<file path="src/rtl/bb3_pkg.sv">
`default_nettype none

package bb3_pkg;

  // Widest frame the line memory can hold.
  localparam int unsigned MaxWidth = 1024;
  localparam int unsigned ColW     = $clog2(MaxWidth);
  // Holds a row width up to MaxWidth itself.
  localparam int unsigned WidW     = ColW + 1;
  // Input rows run one past the frame height while flushes drain it.
  localparam int unsigned RowW     = 17;
  // Sum of nine 8-bit channel values.
  localparam int unsigned SumW     = 12;

  // Configuration port.
  localparam int unsigned CfgIdxW  = 4;
  localparam int unsigned CfgDataW = 16;
  localparam logic [CfgIdxW-1:0] CfgImageWidth  = CfgIdxW'(0);
  localparam logic [CfgIdxW-1:0] CfgImageHeight = CfgIdxW'(1);

  // Request opcodes.
  localparam logic OpPush  = 1'b0;
  localparam logic OpFlush = 1'b1;

  typedef struct packed {
    logic [7:0] red;
    logic [7:0] green;
    logic [7:0] blue;
  } pixel_t;

  // One entry of the line memory: two rows back and one row back.
  typedef struct packed {
    pixel_t prev2;
    pixel_t prev;
  } line_pair_t;

  typedef struct packed {
    logic       opcode;
    logic [7:0] in_red;
    logic [7:0] in_green;
    logic [7:0] in_blue;
  } in_item_t;

  typedef struct packed {
    logic [7:0] out_red;
    logic [7:0] out_green;
    logic [7:0] out_blue;
    logic       out_last;
  } out_item_t;

  // Window sums and the number of in-frame rows and columns behind them.
  typedef struct packed {
    logic [SumW-1:0] red;
    logic [SumW-1:0] green;
    logic [SumW-1:0] blue;
    logic [1:0]      rows;
    logic [1:0]      cols;
  } sum_item_t;

endpackage

`default_nettype wire

</file>
<file path="src/rtl/bb3_mean.sv">
`default_nettype none

module bb3_mean import bb3_pkg::*; (
  input  sum_item_t sum_i,
  output pixel_t    mean_o
);

  // Reciprocal of the pixel count scaled by 2^16. The products stay exact
  // for every rounded sum below 4096.
  function automatic logic [16:0] recip(input logic [3:0] n);
    logic [16:0] m;
    case (n)
      4'd1:    m = 17'd65536;
      4'd2:    m = 17'd32768;
      4'd3:    m = 17'd21846;
      4'd4:    m = 17'd16384;
      4'd6:    m = 17'd10923;
      4'd9:    m = 17'd7282;
      default: m = '0;
    endcase
    return m;
  endfunction

  // Rounds half up: floor((sum + floor(n/2)) / n).
  function automatic logic [7:0] div_round(input logic [SumW-1:0] sum,
                                           input logic [3:0]      n,
                                           input logic [16:0]     m);
    logic [SumW-1:0] y;
    logic [SumW+16:0] prod;
    y    = sum + SumW'(n >> 1);
    prod = (SumW + 17)'(y) * (SumW + 17)'(m);
    return prod[16 +: 8];
  endfunction

  logic [3:0]  count;
  logic [16:0] mult;

  assign count = 4'(sum_i.rows) * 4'(sum_i.cols);
  assign mult  = recip(count);

  assign mean_o.red   = div_round(sum_i.red,   count, mult);
  assign mean_o.green = div_round(sum_i.green, count, mult);
  assign mean_o.blue  = div_round(sum_i.blue,  count, mult);

endmodule

`default_nettype wire

</file>
<file path="config.mk">
export PLATFORM = sky130hd
export DESIGN_NAME = bb3_mean
export DESIGN_NICKNAME = d
export VERILOG_FILES = /design/src/rtl/bb3_pkg.sv /design/src/rtl/bb3_mean.sv
export SDC_FILE = /design/constraint.sdc
export NUM_CORES = 1
export LEC_CHECK = 0
export BUFFER_PORTS_ARGS = -buffer_cell sky130_fd_sc_hd__buf_4
export CAP_MARGIN = 20
export CORE_MARGIN = 4
export CORE_UTILIZATION = 60
export DETAILED_ROUTE_END_ITERATION = 10
export MAX_ROUTING_LAYER = met4
export PLACE_DENSITY = 0.81
export SLEW_MARGIN = 30
export SYNTH_ARGS = -nofsm -noshare
export SYNTH_HDL_FRONTEND = slang
export SYNTH_SLANG_ARGS = --single-unit
</file>
<file path="constraint.sdc">
create_clock -name vclk -period 9.85
set_input_delay 1.97 -clock vclk [all_inputs]
set_output_delay 1.97 -clock vclk [all_outputs]
set_load 0.01 [all_outputs]
</file>
Word level (Yosys, flattened, before mapping):

Index checks and enable logic that the tools add are counted.

* add/subtract/negate cells: 3
* multiply operators: 4
* equal/unequal tests: 6
* multiplexer cells: 1

Operators by type and width (count)
* $pmux 17 s6: 1
* $mul 12x17->24: 3
* $add 12x3->12: 3
* $eq 4x2->1 const B: 2
* $eq 4x3->1 const B: 2
* $eq 4x1->1 const B: 1
* $eq 4x4->1 const B: 1
* $mul 2x2->4: 1

* register bits after elaboration: 0
* input port bits: 40
* output and inout port bits: 24
* word-level logic and storage cells: 14

Logic depth before layout (Yosys ltp):

Gate-level depths: netlist (run 1).

* depth in word-level cells: 4
* gate-level depth with buffers: 31
* gate-level depth less buffers: 31

Worst setup path before layout (run 1):

Ideal clock, no wire load.

* kind: input-to-output
* start: input sum_i[3] (netlist name)
* end: output mean_o[5] (netlist name)
* data arrival time: 8635 ps
* required time: 7880 ps
* path slack: -755 ps
* cell stages on the path: 27
* buffers on the path: 0
* cell sequence: and2_1 ha_1 inv_1 ha_1 inv_1 fa_1 nor3b_1 o21ai_0 inv_1 nand3_1 xnor2_1 nand2_1 fa_1 inv_1 fa_1 fa_1 fa_1 inv_1 fa_1 inv_1 ha_1 a21o_1 a21o_1 a21oi_1 o221ai_1 a41o_1 o311ai_0

RTL lines
* start, declared: line bb3_mean.sv:4 `input sum_item_t sum_i,`
* end, declared: line bb3_mean.sv:5 `output pixel_t mean_o`

==> run_results.csv, run 1 <==
group,metric,value,unit
status,status,"complete, but fails checks",
status,violations,"setup timing",
sta,fin_crit_sh,108,%
cells_and_area,nFlopsAndLatches,0,
sta,rsz0062_at_grt,"true",
global_routing,grt_overflow,0,
placement,dp_cells,2423,
cells_and_area,nNetsFinal,2711,
critical_path,critPathKind,"primary input to output pin",
floorplan,die_w,166,um
detailed_routing,ant_nets,0,
cells_and_area,instances_no_fill,2476,
yosys,synth_area_leaders,"fa_1 (50%), inv_1 (14%), ha_1 (12%)",
hold_path,worstHoldEndpoint,"mean_o[7]",
detailed_routing,wl_per_cell,20.2,um
floorplan,top_level_ports,64,
yosys,synthDistinctLibCells,67,
critical_path,cp-end-kind,"output pin",
yosys,syn_area_per_cell,8.75,sq um
yosys,synth_top_area_cell,"fa_1",
floorplan,start_util,61.3,%
detailed_routing,route.vias.total,13600,
detailed_routing,dr.pass1.iters,5,
sta,setup_violations,24,
global_routing,grt_pass1_wl,74800,um
sta,drv_slew,0,
critical_path,cp.arrival,8680,ps
critical_path,required,7880,ps
sta,hold_viol_final,0,
hold_path,hold_class,"primary input to output pin",
yosys,ys_warn_count,0,
hold_path,min_from,"sum_i[11]",
sta,slew_headroom,57.0,%
detailed_routing,drt_iter0_drc,1138,
cells_and_area,seqCellArea,0,sq um
hold_path,worstHoldPathCells,6,
placement,placed_area,18700,sq um
run,drv_cap,0,
sta,setup_slack,-802,ps
pwr,p_leak,0.0111,uW
yosys,synthCells,1721,
sta,tightest_slew,642,ps
floorplan,coreArea,24500,sq um
sta,finalWorstPathRequiredPeriod,10650,ps
pwr,power_density,79.0,nW/um^2
detailed_routing,drc_errors,0,
yosys,synth_top_cell_area_share,50.3,%
pwr,ir_drop,0.000196,V
placement,io_buffers,64,
cells_and_area,layout-drive-gt1-share,33.1,%
global_routing,antenna_found_initial,0,
placement,post-dp-hpwl,40800,um
critical_path,path_max_fanout,6,
sta,finalSetupTns,-14760,ps
yosys,ys_seq_area_share,0,%
floorplan,die_y,166,um
critical_path,start_kind,"primary input",
global_routing,grt_max_degree,15,
cells_and_area,final_area,20300,sq um
pwr,power,1600,uW
global_routing,grt_use_total,35.1,%
global_routing,grt_pass1_vias,14800,
cells_and_area,area_growth,34.7,%
cells_and_area,final_util,82.7,%
detailed_routing,totalWireLength,50100,um
sta,max_freq,93.9,MHz
floorplan,dieArea,27700,sq um
yosys,syn_nets,2278,
floorplan,rows,57,
yosys,syn_area,15100,sq um
cells_and_area,antenna_cells,0,
detailed_routing,viasPerCell,5.49,
placement,place_congestion,1.00,
cells_and_area,n_clock_buffer,0,
-- worst max-delay path by stage --
stage	cells past startpoint	slack [ps]	end	startpoint
2_1_floorplan	25	-10	mean_o[11]	sum_i[2]
3_3_place_gp	31	-790	mean_o[23]	sum_i[3]
3_5_place_dp	31	-860	mean_o[23]	sum_i[2]
4_1_cts	30	-610	mean_o[23]	sum_i[2]
5_1_grt	33	-1000	mean_o[7]	sum_i[3]
6_report	28	-800	mean_o[7]	sum_i[3]
-- metrics by stage --
step | hold WS [ps] | worst slack (ps)
5_1_grt | 4820 | -1000
3_5_place_dp | 4840 | -865
3_3_place_gp | 4830 | -787
2_1_floorplan | 4420 | -14.4
6_report | 4790 | -802
4_1_cts | 4790 | -613
-- power by group --
| group | total, uW | switching (uW) | internal [uW] | leakage (uW) |
|---|---|---|---|---|
| logic | 1600 | 856 | 745 | 0.0111 |
| clock network | 0 | 0 | 0 | 0 |
| registers | 0 | 0 | 0 | 0 |
-- layout make-up --
class	count	area, sq um
Fill cell	1457	4260
Tap cell	324	405
Multi-Input combinational cell	1117	14100
Timing Repair Buffer	457	3550
Inverter	578	2170
-- cells in the final DEF, fill, tap and decap left out, types with 6 or more instances in the layout --
cell type and instances:
nand4_1 8, xor2_1 29, and3_4 6, inv_1 543
a21oi_2 15, a21o_1 21, nor2_2 24, and2_4 8
ha_4 24, ha_1 113, and2_1 18, nor3_1 6
nand2b_1 7, buf_4 432, nand2_1 129, nor2_1 100
fa_1 354, buf_6 22, inv_2 34, nor2_4 9
a21oi_1 8, nand2_2 17, nand3_1 13, xnor2_1 36
and3_1 8, fa_2 24, xnor2_2 18, xor2_4 6
-- layer usage --
metal / wire length [um] / vias to the layer above / track usage, %
met2: 24500 / 801 / 58.2
met1: 18400 / 6745 / 45.2
met5: 0 / - / -
met3: 4930 / 217 / 6.83
met4: 2280 / 0 / 8.15
li1: - / 5835 / -
-- cells in the mapped netlist, drive strengths merged, types with 15 or more instances --
cell / n
clkbuf: 21
inv: 578
xnor2: 58
nand3: 15
and2: 26
fa: 378
ha: 139
a21o: 21
a21oi: 27
nand2: 149
nor2: 133
xor2: 38
-- repair_timing --
action                                  CTS  global route
pin swaps                                88           102
hold buffers                              0             0
setup buffers                            24            33
gates resized for setup                 105           148
endpoints found under the setup margin   24            24
-- kinds of logic after synthesis --
group,synth area share [%]
simple gates,11.6
buf+inv,15.2
mux,0.0665
xor+xnor,5.74
fa+ha+maj,61.8
compound gates,5.65
-- critical path, cell delays in order --
cell	delay (ps)
buf_6	90
and2_4	150
ha_4	170
ha_1	290
buf_4	190
xnor2_2	180
buf_4	150
or4_4	540
a32oi_4	330
nand2b_1	190
inv_1	70
fa_1	490
inv_1	70
fa_1	500
inv_2	120
fa_2	450
fa_1	540
inv_1	60
fa_1	490
inv_1	50
ha_2	340
and3_4	200
o221a_4	200
a221oi_2	60
buf_4	160
o31ai_4	240
xor2_1	220
buf_4	150
(Power assumes the default switching activity.)
==> run 2: changes to the inputs <==
--- a/config.mk
+++ b/config.mk
@@ -5,13 +5,14 @@
 export SDC_FILE = /design/constraint.sdc
 export NUM_CORES = 1
 export LEC_CHECK = 0
+export ABC_AREA = 1
 export BUFFER_PORTS_ARGS = -buffer_cell sky130_fd_sc_hd__buf_4
 export CAP_MARGIN = 20
 export CORE_MARGIN = 4
-export CORE_UTILIZATION = 60
+export CORE_UTILIZATION = 70
 export DETAILED_ROUTE_END_ITERATION = 10
 export MAX_ROUTING_LAYER = met4
-export PLACE_DENSITY = 0.81
+export PLACE_DENSITY = 0.89
 export SLEW_MARGIN = 30
 export SYNTH_ARGS = -nofsm -noshare
 export SYNTH_HDL_FRONTEND = slang
==> constraint.sdc (replaced) <==
create_clock -name vclk -period 12.3
set_input_delay 2.46 -clock vclk [all_inputs]
set_output_delay 2.46 -clock vclk [all_outputs]
set_load 0.01 [all_outputs]
==> run 2 against run 1 <==
The flow now finishes without violations. Design area down 17%. Hold slack better by 860 ps. Area after synthesis is 6.6% higher. Die area shrank 8.3%. Wire length decreased by 14%. Critical path type unchanged. Largest power group unchanged.
==> run_results.csv, run 2 <==
group,metric,value,unit
status,status,"completed",
hold_path,hold_class,"primary input to output pin",
hold_path,min_from,"sum_i[12]",
floorplan,start_util,71.1,%
cells_and_area,layout-drive-gt1-share,4.92,%
floorplan,die_w,159,um
placement,place_congestion,1.03,
detailed_routing,totalWireLength,43300,um
floorplan,coreArea,22600,sq um
cells_and_area,final_util,75.0,%
global_routing,grt_pass1_vias,14400,
detailed_routing,dr.pass1.iters,7,
global_routing,grt_overflow,0,
yosys,synth_common_cells,"inv_1 (728), fa_1 (378), nand2_1 (371)",
cells_and_area,multi_input_area,13200,sq um
cells_and_area,final_cell_mix,"inv_1 (728), fa_1 (378), nand2_1 (370)",
critical_path,path_common_cell,"inv_1",
floorplan,top_level_ports,64,
sta,finalSetupTns,0,ps
cells_and_area,area_growth,5.56,%
yosys,synth_area_leaders,"fa_1 (47%), inv_1 (17%), ha_1 (11%)",
sta,drv_slew,0,
sta,slew_headroom,56.6,%
sta,hold_viol_final,0,
yosys,synth-simple-area-share,18.7,%
cells_and_area,n_clock_buffer,0,
yosys,ys_seq_area_share,0,%
critical_path,crit_buf_inv,10,
sta,max_freq,84.7,MHz
run,drv_cap,0,
detailed_routing,wl_per_cell,17.4,um
placement,post-dp-hpwl,39400,um
critical_path,cp-end-kind,"output pin",
yosys,syn_area,16000,sq um
yosys,synthMuxAreaShare,0,%
clock_network,cts_hold_buf,0,
yosys,synthAdderAreaFrac,58.0,%
cells_and_area,final_common_cell,"inv_1",
hold_path,worstHoldPathCells,8,
critical_path,max_stage_delay,520,ps
cells_and_area,fillCellCount,1792,
critical_path,required,9840,ps
sta,setup_violations,0,
critical_path,start_kind,"primary input",
cells_and_area,seqCellArea,0,sq um
yosys,synth_xor_area_share,1.41,%
floorplan,die_y,159,um
placement,io_buffers,64,
sta,tightest_slew,651,ps
hold_path,worstHoldEndpoint,"mean_o[7]",
yosys,synth_compound_area_share,4.13,%
yosys,synth_top_family_by_area,"adder cells",
yosys,yosys.cell_count.top_type,"inv_1",
yosys,syn_nets,2695,
sta,fin_crit_sh,96.0,%
floorplan,rows,55,
detailed_routing,drt_iter0_drc,929,
critical_path,critPathKind,"primary input to output pin",
yosys,synthCells,2138,
critical_path,path_max_fanout,6,
global_routing,grt_pass1_wl,71600,um
yosys,synth_top_area_cell,"fa_1",
pwr,ir_drop,0.0000755,V
global_routing,grt_use_total,36.5,%
pwr,power,999,uW
yosys,synthDistinctLibCells,41,
pwr,p_leak,0.00970,uW
pwr,power_density,59.0,nW/um^2
critical_path,cp.arrival,9350,ps
sta,finalWorstPathRequiredPeriod,11810,ps
yosys,synth_top_cell_area_share,47.2,%
detailed_routing,route.vias.total,13500,
sta,setup_slack,489,ps
placement,place_ws,327,ps
detailed_routing,ant_nets,0,
yosys,syn_area_per_cell,7.50,sq um
global_routing,antenna_found_initial,1,
cells_and_area,nNetsFinal,2755,
detailed_routing,viasPerCell,5.45,
floorplan,dieArea,25400,sq um
critical_path,crit_path_top_delay_cell,"fa_1",
critical_path,cp.depth,33,
global_routing,grt_max_degree,29,
cells_and_area,nFlopsAndLatches,0,
yosys,ys_warn_count,0,
detailed_routing,drc_errors,0,
critical_path,crit_family,"adder cells",
[run 2: changes by cell type after synthesis, sizes merged, moves of 15 or more]
| cell | change |
|---|---|
| o21ai | +25 |
| a21o | -15 |
| and2 | -26 |
| nand2 | +225 |
| xor2 | -17 |
| xnor2 | -54 |
| nand4 | +15 |
| nand3 | +58 |
| nor2 | +84 |
| inv | +152 |
| a21oi | +21 |
[run 2: power breakdown]
group	internal (uW)	switching [uW]
clock network	0.0000109	0
logic	379	620
registers	0	0
total	379	620
[run 2: kinds of logic after synthesis]
family,after synthesis
AOI/OAI and AO/OA,117
xor gates and xnor gates,25
adders and majority gates,517
buffers and inverters,753
and+or+nand+nor,726
[run 2: worst max path at each step]
stage	startpoint	to	slack, ps
finish	sum_i[3]	mean_o[21]	490
global route	sum_i[2]	mean_o[21]	-20
CTS	sum_i[3]	mean_o[15]	300
detailed placement	sum_i[3]	mean_o[15]	330
global placement	sum_i[3]	mean_o[23]	400
floorplan	sum_i[3]	mean_o[15]	1260
[run 2: metrics by stage]
stage	cells	hold WS (ps)	instance area [sq um]
after floorplan	2138	5370	16000
after global placement	2479	5640	16900
after detailed placement	2479	5650	16900
after CTS	2479	5650	16900
after global routing	2482	5760	16900
final	2482	5640	16900
[run 2: routing by layer]
layer | routed length [um] | GRT usage [%] | share of wire (%) | vias up
met5 | 0 | - | 0 | -
met4 | 2180 | 13.6 | 5.0 | 0
met3 | 3590 | 5.07 | 8.3 | 145
met2 | 21400 | 61.6 | 49 | 624
met1 | 16100 | 45.2 | 37 | 6512
li1 | - | - | - | 6242
[run 2: what timing repair did]
| action | CTS | global route |
|---|---|---|
| setup buffers | 0 | 2 |
| endpoints found under the setup margin | 0 | 4 |
| gates resized for setup | 0 | 6 |
| endpoints found under the hold margin | 0 | 0 |
[run 2: layout make-up]
cell class	instances	area share, %
multi-input combinational	1385	78.1
inverter	730	16.2
timing repair buffer	81	3.59
tap	285	2.11
antenna	1	0.0148
